===== src/mbr_pkg.sv =====
// ============================================================================
// mbr_pkg : shared types and constants of the bitmap colour expansion blitter
// Holds the register index codes, the configuration bundle and the event
// record that travels from the byte classifier to the result sequencer.
// ============================================================================
package mbr_pkg;

    // Clamp applied to the programmed bitmap width
    localparam int MAX_SIDE = 255;

    // Event slots per byte: one per pixel bit, plus the row-end span
    localparam int NUM_EV  = 9;
    localparam int EV_SPAN = 8;
    localparam int EV_W    = 4;

    // Configuration register indexes
    typedef enum logic [2:0] {
        REG_FG_COLOR     = 3'd0,
        REG_CLEAR_COLOR  = 3'd1,
        REG_TRANSPARENT  = 3'd2,
        REG_IMAGE_WIDTH  = 3'd3,
        REG_IMAGE_HEIGHT = 3'd4,
        REG_ORIGIN_X     = 3'd5,
        REG_ORIGIN_Y     = 3'd6
    } reg_idx_t;

    // Register reset values
    localparam logic [15:0] FG_RESET     = 16'hffff;
    localparam logic [15:0] CLEAR_RESET  = 16'h0000;
    localparam logic [7:0]  WIDTH_RESET  = 8'd8;
    localparam logic [7:0]  HEIGHT_RESET = 8'd8;

    // Live configuration
    typedef struct packed {
        logic [15:0] fg_color;
        logic [15:0] clear_color;
        logic        transparent;
        logic [7:0]  image_width;
        logic [7:0]  image_height;
        logic [15:0] origin_x;
        logic [15:0] origin_y;
    } cfg_t;

    // Results one byte causes, in bitmap coordinates
    typedef struct packed {
        logic [NUM_EV-1:0]       mask;    // slot holds a result
        logic [NUM_EV-1:0]       fg_sel;  // foreground colour, else background
        logic [NUM_EV-1:0][7:0]  xs;      // first column
        logic [NUM_EV-1:0][7:0]  xe;      // last column, inclusive
        logic [7:0]              row;
        logic                    done;    // byte ends the bitmap
    } ev_entry_t;

    // Queue status seen by the top level
    typedef struct packed {
        logic valid;
        logic full;
    } q_status_t;

endpackage


===== src/mbr_fifo.sv =====
// ============================================================================
// mbr_fifo : two-entry event queue
// Decouples the byte classifier from the result sequencer so that either
// side may stall without holding up the other.
// ============================================================================
module mbr_fifo (
    input  logic               clk,
    input  logic               rst_n,
    input  logic               push,
    input  mbr_pkg::ev_entry_t push_entry,
    input  logic               pop,
    output mbr_pkg::ev_entry_t head,
    output mbr_pkg::q_status_t status
);

    mbr_pkg::ev_entry_t mem_reg [2];
    logic       wr_ptr_reg, wr_ptr_next;
    logic       rd_ptr_reg, rd_ptr_next;
    logic [1:0] count_reg, count_next;
    logic       do_push, do_pop;

    // Qualify the requests
    assign do_push = push && (count_reg != 2'd2);
    assign do_pop  = pop && (count_reg != 2'd0);

    // Advance pointers and occupancy
    always_comb
    begin
        wr_ptr_next = wr_ptr_reg ^ do_push;
        rd_ptr_next = rd_ptr_reg ^ do_pop;
        count_next  = count_reg;
        if (do_push && !do_pop)
        begin
            count_next = count_reg + 2'd1;
        end
        else if (do_pop && !do_push)
        begin
            count_next = count_reg - 2'd1;
        end
    end

    always_ff @(posedge clk or negedge rst_n)
    begin
        if (!rst_n)
        begin
            wr_ptr_reg <= 1'b0;
            rd_ptr_reg <= 1'b0;
            count_reg  <= 2'd0;
        end
        else
        begin
            wr_ptr_reg <= wr_ptr_next;
            rd_ptr_reg <= rd_ptr_next;
            count_reg  <= count_next;
        end
    end

    // Store the entry
    always_ff @(posedge clk)
    begin
        if (do_push)
        begin
            mem_reg[wr_ptr_reg] <= push_entry;
        end
    end

    assign head         = mem_reg[rd_ptr_reg];
    assign status.valid = (count_reg != 2'd0);
    assign status.full  = (count_reg == 2'd2);

endmodule


===== src/mbr_front.sv =====
// ============================================================================
// mbr_front : byte classifier
// Accepts one bitmap byte a cycle while the queue has room, walks its eight
// pixels against the row width, tracks the pending span and the row
// position, and queues the results the byte causes as one event record.
// ============================================================================
module mbr_front (
    input  logic               clk,
    input  logic               rst_n,
    input  mbr_pkg::cfg_t      cfg,
    input  logic               in_valid,
    output logic               in_stall,
    input  logic [7:0]         bitmap_byte,
    input  logic               q_full,
    output logic               push,
    output mbr_pkg::ev_entry_t entry
);

    logic [7:0] column_count_reg, column_count_next;
    logic [7:0] row_count_reg, row_count_next;
    logic       run_open_reg, run_open_next;
    logic [7:0] run_begin_reg, run_begin_next;
    logic [7:0] w;
    logic       accept;

    // Clamp the width
    assign w = (cfg.image_width > mbr_pkg::MAX_SIDE) ? 8'(mbr_pkg::MAX_SIDE)
                                                      : cfg.image_width;

    assign in_stall = q_full;
    assign accept   = in_valid && !in_stall;

    // Walk the pixels and work out the row end
    always_comb
    begin
        logic [8:0] col;
        logic [8:0] row_inc;
        logic       open;
        logic [7:0] begin_col;
        logic       pix;

        open      = run_open_reg && cfg.transparent;
        begin_col = run_begin_reg;
        entry     = '0;
        entry.row = row_count_reg;

        for (int b = 0; b < 8; b++)
        begin
            col = {1'b0, column_count_reg} + 9'(b);
            pix = bitmap_byte[7 - b];
            if (col < {1'b0, w})
            begin
                if (!cfg.transparent)
                begin
                    entry.mask[b]   = 1'b1;
                    entry.fg_sel[b] = pix;
                    entry.xs[b]     = col[7:0];
                    entry.xe[b]     = col[7:0];
                end
                else if (pix && !open)
                begin
                    open      = 1'b1;
                    begin_col = col[7:0];
                end
                else if (!pix && open)
                begin
                    entry.mask[b]   = 1'b1;
                    entry.fg_sel[b] = 1'b1;
                    entry.xs[b]     = begin_col;
                    entry.xe[b]     = col[7:0] - 8'd1;
                    open            = 1'b0;
                end
            end
        end

        row_inc           = {1'b0, row_count_reg} + 9'd1;
        column_count_next = column_count_reg + 8'd8;
        row_count_next    = row_count_reg;

        if (({1'b0, column_count_reg} + 9'd8) >= {1'b0, w})
        begin
            // Close a span that reaches the row end, drop one past the width
            if (open && (begin_col < w))
            begin
                entry.mask[mbr_pkg::EV_SPAN]   = 1'b1;
                entry.fg_sel[mbr_pkg::EV_SPAN] = 1'b1;
                entry.xs[mbr_pkg::EV_SPAN]     = begin_col;
                entry.xe[mbr_pkg::EV_SPAN]     = w - 8'd1;
            end
            open              = 1'b0;
            column_count_next = 8'd0;
            if (row_inc >= {1'b0, cfg.image_height})
            begin
                row_count_next = 8'd0;
                entry.done     = 1'b1;
            end
            else
            begin
                row_count_next = row_inc[7:0];
            end
        end

        run_open_next  = open;
        run_begin_next = begin_col;
    end

    // Queue only bytes that cause results
    assign push = accept && (entry.mask != '0);

    always_ff @(posedge clk or negedge rst_n)
    begin
        if (!rst_n)
        begin
            column_count_reg <= 8'd0;
            row_count_reg    <= 8'd0;
            run_open_reg     <= 1'b0;
            run_begin_reg    <= 8'd0;
        end
        else if (accept)
        begin
            column_count_reg <= column_count_next;
            row_count_reg    <= row_count_next;
            run_open_reg     <= run_open_next;
            run_begin_reg    <= run_begin_next;
        end
    end

endmodule


===== src/mbr_back.sv =====
// ============================================================================
// mbr_back : result sequencer
// Takes the event record at the queue head, issues its results lowest slot
// first, one a cycle unless the output stalls, into the output register, and
// pops the record after its last result.
// ============================================================================
module mbr_back (
    input  logic               clk,
    input  logic               rst_n,
    input  mbr_pkg::cfg_t      cfg,
    input  mbr_pkg::ev_entry_t head,
    input  logic               head_valid,
    output logic               pop,
    output logic               out_valid,
    input  logic               out_stall,
    output logic [15:0]        x_start,
    output logic [15:0]        x_end,
    output logic [15:0]        row_y,
    output logic [15:0]        pixel_color,
    output logic               last_of_item,
    output logic               image_done
);

    logic [mbr_pkg::NUM_EV-1:0] issued_reg, issued_next;
    logic [mbr_pkg::NUM_EV-1:0] remaining, ev_bit;
    logic [mbr_pkg::EV_W-1:0]   ev_idx;
    logic                       advance, take, is_last;

    logic        out_valid_reg;
    logic [15:0] x_start_reg, x_end_reg, row_y_reg, pixel_color_reg;
    logic        last_reg, done_reg;

    // Pick the lowest pending slot
    assign remaining = head.mask & ~issued_reg;
    assign ev_bit    = remaining & (~remaining + 1'b1);

    always_comb
    begin
        ev_idx = '0;
        for (int i = mbr_pkg::NUM_EV - 1; i >= 0; i--)
        begin
            if (ev_bit[i])
            begin
                ev_idx = mbr_pkg::EV_W'(i);
            end
        end
    end

    assign advance = !out_valid_reg || !out_stall;
    assign take    = advance && head_valid;
    assign is_last = (remaining & ~ev_bit) == '0;
    assign pop     = take && is_last;

    // Mark issued slots, clear on pop
    always_comb
    begin
        issued_next = issued_reg;
        if (take)
        begin
            issued_next = is_last ? '0 : (issued_reg | ev_bit);
        end
    end

    always_ff @(posedge clk or negedge rst_n)
    begin
        if (!rst_n)
        begin
            issued_reg    <= '0;
            out_valid_reg <= 1'b0;
        end
        else
        begin
            issued_reg <= issued_next;
            if (advance)
            begin
                out_valid_reg <= head_valid;
            end
        end
    end

    // Load the output register
    always_ff @(posedge clk)
    begin
        if (take)
        begin
            x_start_reg     <= cfg.origin_x + {8'd0, head.xs[ev_idx]};
            x_end_reg       <= cfg.origin_x + {8'd0, head.xe[ev_idx]};
            row_y_reg       <= cfg.origin_y + {8'd0, head.row};
            pixel_color_reg <= head.fg_sel[ev_idx] ? cfg.fg_color : cfg.clear_color;
            last_reg        <= is_last;
            done_reg        <= is_last && head.done;
        end
    end

    assign out_valid    = out_valid_reg;
    assign x_start      = x_start_reg;
    assign x_end        = x_end_reg;
    assign row_y        = row_y_reg;
    assign pixel_color  = pixel_color_reg;
    assign last_of_item = last_reg;
    assign image_done   = done_reg;

endmodule


===== src/mono_bitmap_to_rgb565_spans.sv =====
// ============================================================================
// mono_bitmap_to_rgb565_spans : one-bit bitmap to RGB565 pixel/span blitter
// Expands a monochrome bitmap, one byte per transaction, into RGB565
// pixel results (opaque mode) or spans of set pixels (transparent mode).
// ============================================================================
// The block issues one result per clock on the output channel while out_stall
// is low. A byte yields up to eight results in opaque mode, and in transparent
// mode one per span closed, at most five (four closed inside the byte plus the
// row-end span). Bytes that cause no result are not queued. Each result is
// registered first in the event queue and then in the output register. The
// input side takes one byte per clock while the two-entry event queue between
// classifier and sequencer has room, so sustained rate is set by the
// sequencer's one-result-per-cycle output register. Configuration writes are
// always taken (cfg_ready stays high) and must be issued only when no
// transaction is in flight. No clearing pass is needed after reset.
module mono_bitmap_to_rgb565_spans (
    input  logic        clk,
    input  logic        rst_n,
    input  logic        cfg_valid,
    output logic        cfg_ready,
    input  logic [2:0]  cfg_index,
    input  logic [15:0] cfg_data,
    input  logic        in_valid,
    output logic        in_stall,
    input  logic [7:0]  bitmap_byte,
    output logic        out_valid,
    input  logic        out_stall,
    output logic [15:0] x_start,
    output logic [15:0] x_end,
    output logic [15:0] row_y,
    output logic [15:0] pixel_color,
    output logic        last_of_item,
    output logic        image_done
);

    mbr_pkg::cfg_t      cfg_reg;
    mbr_pkg::ev_entry_t push_entry, head;
    mbr_pkg::q_status_t q_status;
    logic               push, pop;

    // Configuration registers
    assign cfg_ready = 1'b1;

    always_ff @(posedge clk or negedge rst_n)
    begin
        if (!rst_n)
        begin
            cfg_reg.fg_color     <= mbr_pkg::FG_RESET;
            cfg_reg.clear_color  <= mbr_pkg::CLEAR_RESET;
            cfg_reg.transparent  <= 1'b0;
            cfg_reg.image_width  <= mbr_pkg::WIDTH_RESET;
            cfg_reg.image_height <= mbr_pkg::HEIGHT_RESET;
            cfg_reg.origin_x     <= 16'd0;
            cfg_reg.origin_y     <= 16'd0;
        end
        else if (cfg_valid && cfg_ready)
        begin
            unique case (mbr_pkg::reg_idx_t'(cfg_index))
                mbr_pkg::REG_FG_COLOR:     cfg_reg.fg_color     <= cfg_data;
                mbr_pkg::REG_CLEAR_COLOR:  cfg_reg.clear_color  <= cfg_data;
                mbr_pkg::REG_TRANSPARENT:  cfg_reg.transparent  <= cfg_data[0];
                mbr_pkg::REG_IMAGE_WIDTH:  cfg_reg.image_width  <= cfg_data[7:0];
                mbr_pkg::REG_IMAGE_HEIGHT: cfg_reg.image_height <= cfg_data[7:0];
                mbr_pkg::REG_ORIGIN_X:     cfg_reg.origin_x     <= cfg_data;
                mbr_pkg::REG_ORIGIN_Y:     cfg_reg.origin_y     <= cfg_data;
                default:                   cfg_reg              <= cfg_reg;
            endcase
        end
    end

    // Classify bytes
    mbr_front u_front (
        .clk         (clk),
        .rst_n       (rst_n),
        .cfg         (cfg_reg),
        .in_valid    (in_valid),
        .in_stall    (in_stall),
        .bitmap_byte (bitmap_byte),
        .q_full      (q_status.full),
        .push        (push),
        .entry       (push_entry)
    );

    // Hold pending event records
    mbr_fifo u_fifo (
        .clk        (clk),
        .rst_n      (rst_n),
        .push       (push),
        .push_entry (push_entry),
        .pop        (pop),
        .head       (head),
        .status     (q_status)
    );

    // Issue results
    mbr_back u_back (
        .clk          (clk),
        .rst_n        (rst_n),
        .cfg          (cfg_reg),
        .head         (head),
        .head_valid   (q_status.valid),
        .pop          (pop),
        .out_valid    (out_valid),
        .out_stall    (out_stall),
        .x_start      (x_start),
        .x_end        (x_end),
        .row_y        (row_y),
        .pixel_color  (pixel_color),
        .last_of_item (last_of_item),
        .image_done   (image_done)
    );

`ifndef SYNTHESIS
    // End of bitmap only on the final result of a byte
    assert property (@(posedge clk) disable iff (!rst_n)
        (out_valid && image_done) |-> last_of_item)
        else $error("image_done without last_of_item");

    // Opaque results are single pixels
    assert property (@(posedge clk) disable iff (!rst_n)
        (out_valid && !cfg_reg.transparent) |-> (x_start == x_end))
        else $error("opaque result wider than one pixel");

    // Sequencer pops only a filled queue
    assert property (@(posedge clk) disable iff (!rst_n)
        pop |-> q_status.valid)
        else $error("pop from empty event queue");

    // A stalled classifier queues nothing
    assert property (@(posedge clk) disable iff (!rst_n)
        q_status.full |-> !push)
        else $error("push into full event queue");
`endif

endmodule


===== config.mk =====
export PLATFORM = sky130hd
export DESIGN_NAME = mono_bitmap_to_rgb565_spans
export DESIGN_NICKNAME = d
export VERILOG_FILES = /design/src/mbr_pkg.sv /design/src/mbr_fifo.sv /design/src/mbr_front.sv /design/src/mbr_back.sv /design/src/mono_bitmap_to_rgb565_spans.sv
export SDC_FILE = /design/constraint.sdc
export NUM_CORES = 1
export LEC_CHECK = 0
export ABC_AREA = 1
export BUFFER_PORTS_ARGS = -buffer_cell sky130_fd_sc_hd__buf_2
export CAP_MARGIN = 20
export CORE_ASPECT_RATIO = 0.75
export CORE_UTILIZATION = 35
export CTS_CLUSTER_SIZE = 12
export DETAILED_ROUTE_END_ITERATION = 8
export SLEW_MARGIN = 10
export SYNTH_ARGS = -nofsm -noshare
export SYNTH_HDL_FRONTEND = slang
export SYNTH_SLANG_ARGS = --single-unit
export TNS_END_PERCENT = 100

===== constraint.sdc =====
create_clock -name clk -period 8.8 [get_ports clk]
set_input_delay 0.44 -clock clk [delete_from_list [all_inputs] [get_ports clk]]
set_output_delay 0.44 -clock clk [all_outputs]
set_load 0.005 [all_outputs]

### Yosys cells after proc, flatten, opt, wreduce, memory -nomap -nowiden

Memory sizes are Yosys's and may differ from the RTL's.
Cells that the tools add are included.

* register bits: 186
* latch bits: 0
* bits in writable memories: 342
* bits in read-only memories: 0
* input bits: 32
* output and inout bits: 69
* word-level logic and storage cells: 339
* memories kept: 1

Memories
* u_fifo.mem_reg: words 2, bits a word 171, read ports 1, clocked after memory_dff 0, wr ports 1, RTL line mbr_fifo.sv:16 `mbr_pkg::ev_entry_t mem_reg [2];`

* add/subtract/negate cells: 25
* $mul: 0
* div/mod/pow operators: 0
* $lt $le $gt $ge: 12
* equality and inequality tests: 8
* shifts and indexed selects: 0
* multiplexer cells: 200
* bitwise logic cells: 9
* reductions and logical operators: 62

Operators with widths (number)
* $mux W8: 96
* $mux W1: 88
* $sub A8 B1 Y8 const B: 9
* $bmux W8 S4: 2
* $lt A9 B8 Y1: 7
* $add A16 B8 Y16: 3
* $add A8 B3 Y9 const B: 4
* $mux W4: 9
* $and A9 B9 Y9: 3
* $logic_and A1 B1 Y1: 27
* $not A9 Y9: 3
* $logic_not A1 Y1: 21
* $add A8 B1 Y9 const B: 2
* $add A8 B2 Y9 const B: 2
* $ge A9 B8 Y1: 2
* $lt A8 B8 Y1: 2
* $mux W16: 1
* $reduce_and A2 Y1: 8
* $add A8 B4 Y9 const B: 1
* $add A9 B1 Y9 const B: 1
* $eq A3 B3 Y1 const B: 3
* $logic_not A9 Y1: 1
* $mux W9: 1
* $or A9 B9 Y9: 1
* 15 further kinds: 19

### Depth between registers and ports, before layout

Gate-level depths: netlist of the first run.

* word-level depth: 52
* gate-level depth with buffers: 38
* depth with buffers taken out: 35

### By module

A second synthesis of the first run with hierarchy kept.

* cell total of the unflattened synthesis: 2799
* area, all modules: 26023.7 sq um

By module, submodules not included
* mbr_fifo: instances 1, cells an instance 921, area an instance 12622.1 sq um, sequential area each 10369.9 sq um
* mbr_back: instances 1, cells an instance 757, area an instance 5793.1 sq um, sequential area each 2232.1 sq um
* mbr_front: instances 1, cells an instance 757, area an instance 4380.5 sq um, sequential area each 550.5 sq um
* mono_bitmap_to_rgb565_spans: instances 1, cells an instance 364, area an instance 3228.1 sq um, sequential area each 2049.5 sq um

### Worst setup path after synthesis of the first run

No wires, ideal clock.

* path type: flip-flop to flip-flop
* start point: reg u_front.column_count_reg[3]
* end point: mem u_fifo.mem_reg[1][0] in the netlist's numbering (enable)
* setup time: 0.545 ns
* arrival time: 8.168 ns
* data required time: 8.255 ns
* slack: 0.088 ns
* stages on the path, launching flop included: 34
* buffers on the path: 4
* clock period less this slack: 8.712 ns
* cell sequence: dfrtp_1 -> clkbuf_1 -> inv_1 -> clkbuf_1 -> buf_1 -> ha_1 -> nor2_1 -> nand2_1 -> nand2_1 -> nand2_1 -> nand2_1 -> inv_1 -> nand3_1 -> buf_2 -> o21ai_0 -> or2_2 -> o211ai_1 -> nand2_1 -> inv_1 -> nand2_1 -> nand3_1 -> nand2_1 -> nand2_1 -> nand3_1 -> nand3_1 -> nand2_1 -> inv_1 -> ha_1 -> a21oi_1 -> o211ai_1 -> nor2_1 -> nand2_4 -> a21oi_1 -> ha_1

* cells in the longest elaborated chain, start to end: 46
* elaborated cells on any way between the ends: 129
* those cells by class: add/sub (8); order compare (10); mux (86); reduce/logical (25)

RTL lines
* start: declaration: RTL line mbr_front.sv:19 `logic [7:0] column_count_reg, column_count_next;`
* start signal: assignment: RTL line mbr_front.sv:121 `column_count_reg <= column_count_next;`
* branches (longest 36 deep; another with $add A8 B1 Y9)
* $mux W8 (*): RTL line mbr_front.sv:51 `if (col < {1'b0, w})`
* via u_front.run_begin_next[7]: RTL line mbr_front.sv:22 `logic [7:0] run_begin_reg, run_begin_next;`
* $lt A8 B8 Y1 (*): RTL line mbr_front.sv:83 `if (open && (begin_col < w))`
* $logic_and A1 B1 Y1 (*): RTL line mbr_front.sv:83
* $mux W1 (*): RTL line mbr_front.sv:83
* $mux W1 (*): RTL line mbr_front.sv:80 `if (({1'b0, column_count_reg} + 9'd8) >= {1'b0, w})`
* $reduce_bool A9 Y1 (*): RTL line mbr_front.sv:108 `assign push = accept && (entry.mask != '0);`
* $logic_and A1 B1 Y1 (*): RTL line mbr_front.sv:108
* $logic_and A1 B1 Y1 (*): RTL line mbr_fifo.sv:23 `assign do_push = push && (count_reg != 2'd2);`
* $mux W1 (*): RTL line mbr_fifo.sv:61 `if (do_push)`
* $mux W1 (implied by the code) (*): RTL line mbr_fifo.sv:63 `mem_reg[wr_ptr_reg] <= push_entry;`
* end: declaration: RTL line mbr_fifo.sv:16

Mark *: on every way through the listed nets, which the timed path passes.

### Worst setup path after layout of the first run

* start point: reg u_front.column_count_reg[5]
* end point: mem u_fifo.mem_reg[0][153] in the netlist's numbering (enable)

Same word-level chain as after synthesis.

==> results.cfg, run 1 <==
[run_status]
run_status = complete, no violations

[setup_path]
crit_fanout = 63
max_stage_delay_ns = 0.73
crit_type = register to register
arrival_ns = 7.06
r2r_end = u_fifo.mem_reg[0][153]
setup.worst_path.end_class = register
crit_path_frequent_cell = nand2_1
r2r-start = u_front.column_count_reg[5]
crit_required_ns = 9.07
r2r_setup_slack_ns = 2.01
crit_path_top_delay_cell = ha_4
reg2reg_depth = 28
critPathLaunchType = register

[logic_synthesis]
ys_seq_area_share_pct = 60.7
synth-seq-cells = 511
ys_top_cells_by_count = nand2_1 (437), edfxtp_1 (394), nor2_1 (278)
yosys.cell_types.count = 56
syn_area_sq_mm = 0.0243
synthTopCellsByArea = edfxtp_1 (49%), dfrtp_1 (10%), nand2_1 (6.7%)
synth_top_area_cell = edfxtp_1
synth-async-reset-ratio_pct = 22.9
yosysMostFrequentCell = nand2_1
syn_inst = 2349
synth-edff-count = 394
ys_warn_count = 0
synth_top_flop_cell = edfxtp_1
synth_top_area_share_pct = 48.6
synth.avg_cell_area_sq_um = 10.4

[grt]
antenna_found_initial = 2
grt_pass1_vias = 16900
grt_overflow = 0
grt_pass1_wl_microns = 106000
grt_max_degree = 70
track_usage_pct = 20.0

[route]
vias = 17600
post_drt_wl_per_cell_microns = 20.9
avgViaCountPerCell = 5.19
drtAntennaViolNets = 0
drtPass1Iterations = 5
routed-wl-met3_microns = 6240
wirelength_met1_microns = 33600
route.detailed.drc = 0
drt_iter0_markers = 1748
wl_met2_microns = 29700
dr.max_layer_used = met4
finalWirelength_microns = 70900

[layout]
n_antenna_cell = 0
area_growth_pct = 12.4
largest_reg_flops = 328
register_area_sq_mm = 0.0148
multi_input_area_sq_mm = 0.00831
layout.nets = 2527
num-fill-cells = 6668
final_layout_size_suffix_gt1_share_pct = 12.3

[sta]
finalCritPeriodShare_pct = 77.2
tightest_slew_ns = 1.08
period_needed_ns = 6.79
fmax_mhz = 147
relSlewSlack_pct = 27.7
skew_ns = 0.0403
setup_viol = 0
slew_violations = 0
hold_viol = 0
tns_ns = 0
rsz0062_at_grt = no

[placed_design]
gp_congestion = 0.936
dp_hpwl_microns = 49600
portBuffers = 99

[clock_network]
cts.sinks = 511
htreeDepth = 2
path_clk_slew_ns = 0.06
numCtsBuffers = 51
post_cts_resized = 0
clkLatencyLatePin_ns = 0.61
cts_tree = yes
root_buffer = clkbuf_16
clk_path_buf_depth = 3
cts_setup_buffers = 0

[worst_hold_path]
holdCritStartpoint = out_stall
min_to = u_back.out_valid
hp-class = primary input to register
hold_depth = 3

[run]
drv_cap = 0

[floorplanning]
start_util_pct = 35.4
rows = 83
die_height_microns = 230
design.die.area_sq_mm = 0.0706
die_w_microns = 306
core_sq_mm = 0.0686
io_pins = 101
metal layers:
metal / vias to the layer above / global-route usage [%]
met1: 8683 / 29.7
met4: 0 / 4.81
met5: - / 0
met3: 82 / 5.66
li1: 8277 / -
met2: 582 / 28.4
what timing repair did:
item,in CTS,in global routing
hold endpoints to repair,38,0
setup endpoints to repair,0,0
hold buffers,1,0
layout by cell type, fill, tap and decap left out, types with 6 or more instances in the layout:
cell / synthesis / final
o21a_1: 6 / 6
o211ai_1: 59 / 59
o22ai_1: 26 / 26
buf_2: 7 / 98
clkinv_1: 7 / 10
o311ai_1: 13 / 13
dfrtp_1: 99 / 98
mux2i_1: 17 / 17
nor2_1: 278 / 278
edfxtp_1: 394 / 394
a31oi_1: 8 / 8
clkbuf_16: 0 / 52
nand4_1: 9 / 9
or2_2: 46 / 46
o31ai_1: 17 / 17
nand3_1: 89 / 89
clkbuf_1: 78 / 28
o21ai_0: 182 / 182
xor2_1: 48 / 48
ha_1: 68 / 66
xnor2_1: 11 / 11
inv_2: 8 / 8
o311ai_0: 29 / 29
buf_4: 7 / 25
inv_1: 191 / 190
nand2_1: 437 / 437
a21oi_1: 88 / 88
dfstp_2: 18 / 18
o21ai_1: 11 / 11
nor2_2: 13 / 13
nor3_1: 17 / 17
worst max path at each step:
stage	slack (ns)	to	startpoint
floorplan	0.09	u_fifo.mem_reg[1][0]	u_front.column_count_reg[3]
global placement	2.24	u_fifo.mem_reg[0][103]	u_front.column_count_reg[6]
detailed placement	2.08	u_fifo.mem_reg[0][153]	u_front.column_count_reg[6]
CTS	2.07	u_fifo.mem_reg[0][139]	u_front.column_count_reg[6]
global route	1.41	u_fifo.mem_reg[0][153]	u_front.column_count_reg[5]
finish	2.01	u_fifo.mem_reg[0][153]	u_front.column_count_reg[5]
worst max-delay path, delay by kind of cell (launching register included):
| kind | cells | cell delay, ns |
|---|---|---|
| simple gates | 15 | 1.94 |
| compound gates | 7 | 1.68 |
| buf+inv | 3 | 0.70 |
| fa+ha+maj | 3 | 1.33 |
| flops | 1 | 0.71 |
metrics by stage:
step	cell area (sq um)	cells	worst slack [ns]	hold WS, ns	util (%)
2_1_floorplan	24300	2352	0.0877	0.144	-
6_report	27400	3399	2.01	0.0633	39.8
3_5_place_dp	25800	3305	2.08	0.473	37.6
4_1_cts	27400	3399	2.07	0.0291	39.8
3_3_place_gp	25800	3305	2.24	0.468	37.6
5_1_grt	27400	3399	1.41	0.0657	39.8
area by class of cell:
class,count,share of cell area [%]
sequential,511,54.1
multi-input combinational,1525,30.4
clock buffer,83,5.29
tap,935,4.28
inverter,207,2.86
timing repair buffer,128,2.81
clock inverter,10,0.316
logic make-up (layout without fill, tap and decap cells):
logic type	after synthesis	in the layout	synth area share (%)
other	2	5	0.0309
and+or+nand+nor	910	910	15.8
adders and majority gates	71	71	3.74
buffers and inverters	316	428	5.28
xor gates and xnor gates	59	59	2.12
DFF	511	511	60.7
muxes	17	17	0.699
AOI/OAI and AO/OA	463	463	11.6
Power of run 1 is left out: the tool's default activity adds up to more than one toggle a clock period on the data nets, which glitch-free logic cannot reach.
==> inputs of run 2 (changes only) <==
clock period = 5.65 ns   (was 8.8 ns; I/O delays follow)
==> results.cfg, run 2 (synthesized netlist as in run 1, its figures left out) <==
[sta]
period_needed_ns = 5.24
fmax_mhz = 191
finalCritPeriodShare_pct = 92.8
slew_violations = 0
setup_viol = 0
setup_slack_ns = 0.406
tightest_slew_ns = 1.14
skew_ns = 0.0562
hold_viol = 0
relSlewSlack_pct = 23.1
rsz0062_at_grt = yes

[floorplanning]
rows = 83
design.die.area_sq_mm = 0.0706
die_height_microns = 230
io_pins = 101
start_util_pct = 35.4
die_w_microns = 306
core_sq_mm = 0.0686

[layout]
final_area_sq_mm = 0.0281
largest_reg_flops = 328
n_antenna_cell = 0
area_growth_pct = 15.3
fin_util_pct = 40.9
layout_commonest_cell = nand2_1
layout_common_cells = nand2_1 (436), edfxtp_1 (394), nor2_1 (278), inv_1 (190), o21ai_0 (176)
instances_no_fill = 3465
num-fill-cells = 6571
layout.nets = 2596
final_layout_size_suffix_gt1_share_pct = 14.9

[clock_network]
clkLatencyLatePin_ns = 0.64
clk_path_buf_depth = 3
numCtsBuffers = 53
path_clk_slew_ns = 0.06
cts_tree = yes
root_buffer = clkbuf_16
cts.sinks = 511
htreeDepth = 2

[setup_path]
cp_num_buf_inv = 4
crit_family = simple AND/OR/NAND/NOR gates
crit_fanout = 18
max_stage_delay_ns = 0.56
critPathLaunchType = register
setup.worst_path.end_class = register
crit_type = register to register
crit_path_top_delay_cell = dfrtp_4
crit_required_ns = 6.03
arrival_ns = 5.62

[route]
route.detailed.drc = 0
vias = 18100
drt_iter0_markers = 1864
avgViaCountPerCell = 5.24
drtPass1Iterations = 6
drtAntennaViolNets = 0
post_drt_wl_per_cell_microns = 21.2
finalWirelength_microns = 73300

[grt]
antenna_found_initial = 3
track_usage_pct = 20.6
grt_pass1_vias = 17200
grt_max_degree = 90
grt_pass1_wl_microns = 109000
grt_overflow = 0

[run]
drv_cap = 0

[placed_design]
place_area_sq_mm = 0.0263
place_inst = 3349
dp_hpwl_microns = 52700
gp_congestion = 0.932
portBuffers = 99
dpl_worst_slack_ns = 0.261

[worst_hold_path]
hp-class = primary input to register

[run_status]
run_status = complete, no violations
run 2: routing by layer:
layer  track usage (%)  routed length [microns]  up-vias
li1                  -                        -     8392
met1              32.1                    34500     8983
met2              28.8                    30300      703
met3              4.40                     7390       71
met4              4.52                     1170        0
met5                 0                        0        -
run 2: cell type report:
type                    instances  area [sq um]  share of cell area (%)
flip-flops and latches        511         14800                    52.7
multi-input cells            1525          8330                    29.7
clock buffers                  74          1460                    5.19
repair buffers                195          1390                    4.95
well taps                     935          1170                    4.17
inverters                     207           782                    2.79
clock inverters                18           150                   0.535
run 2: path summary, 6_finish.rpt:
path,start,end,slack [ns],depth (start not counted)
max,u_fifo.rd_ptr_reg,u_back.x_start[13],0.41,30
min,cfg_data[11],cfg_reg[27],0.03,3
max reg2reg,u_fifo.rd_ptr_reg,u_back.x_start[13],0.41,30
min reg2reg,u_front.run_begin_reg[7],u_front.run_begin_reg[7],0.48,2
max in group asynchronous,rst_n,u_front.column_count_reg[3],4.20,3
min in group asynchronous,rst_n,u_fifo.count_reg[0],0.11,2
run 2: metrics by stage:
step                      setup TNS, ns  hold slack [ns]
final                                 0           0.0318
after global routing             -0.331           0.0331
after floorplan                       0          -0.0131
after global placement                0            0.221
after detailed placement              0            0.224
after CTS                             0          0.00150
run 2: repair_timing:
| action | 4_1_cts | 5_1_grt |
|---|---|---|
| gates resized for setup | 0 | 7 |
| hold endpoints to repair | 29 | 0 |
| hold buffers | 4 | 0 |
| setup endpoints to repair | 0 | 322 |
| buffers inserted | 0 | 20 |
run 2: worst min-delay path: cells and delay by family:
kind	cells	cell delay, ns
buffers and inverters	2	0.17
AOI/OAI and AO/OA	1	0.17
Power of run 2 is left out for the same reason.
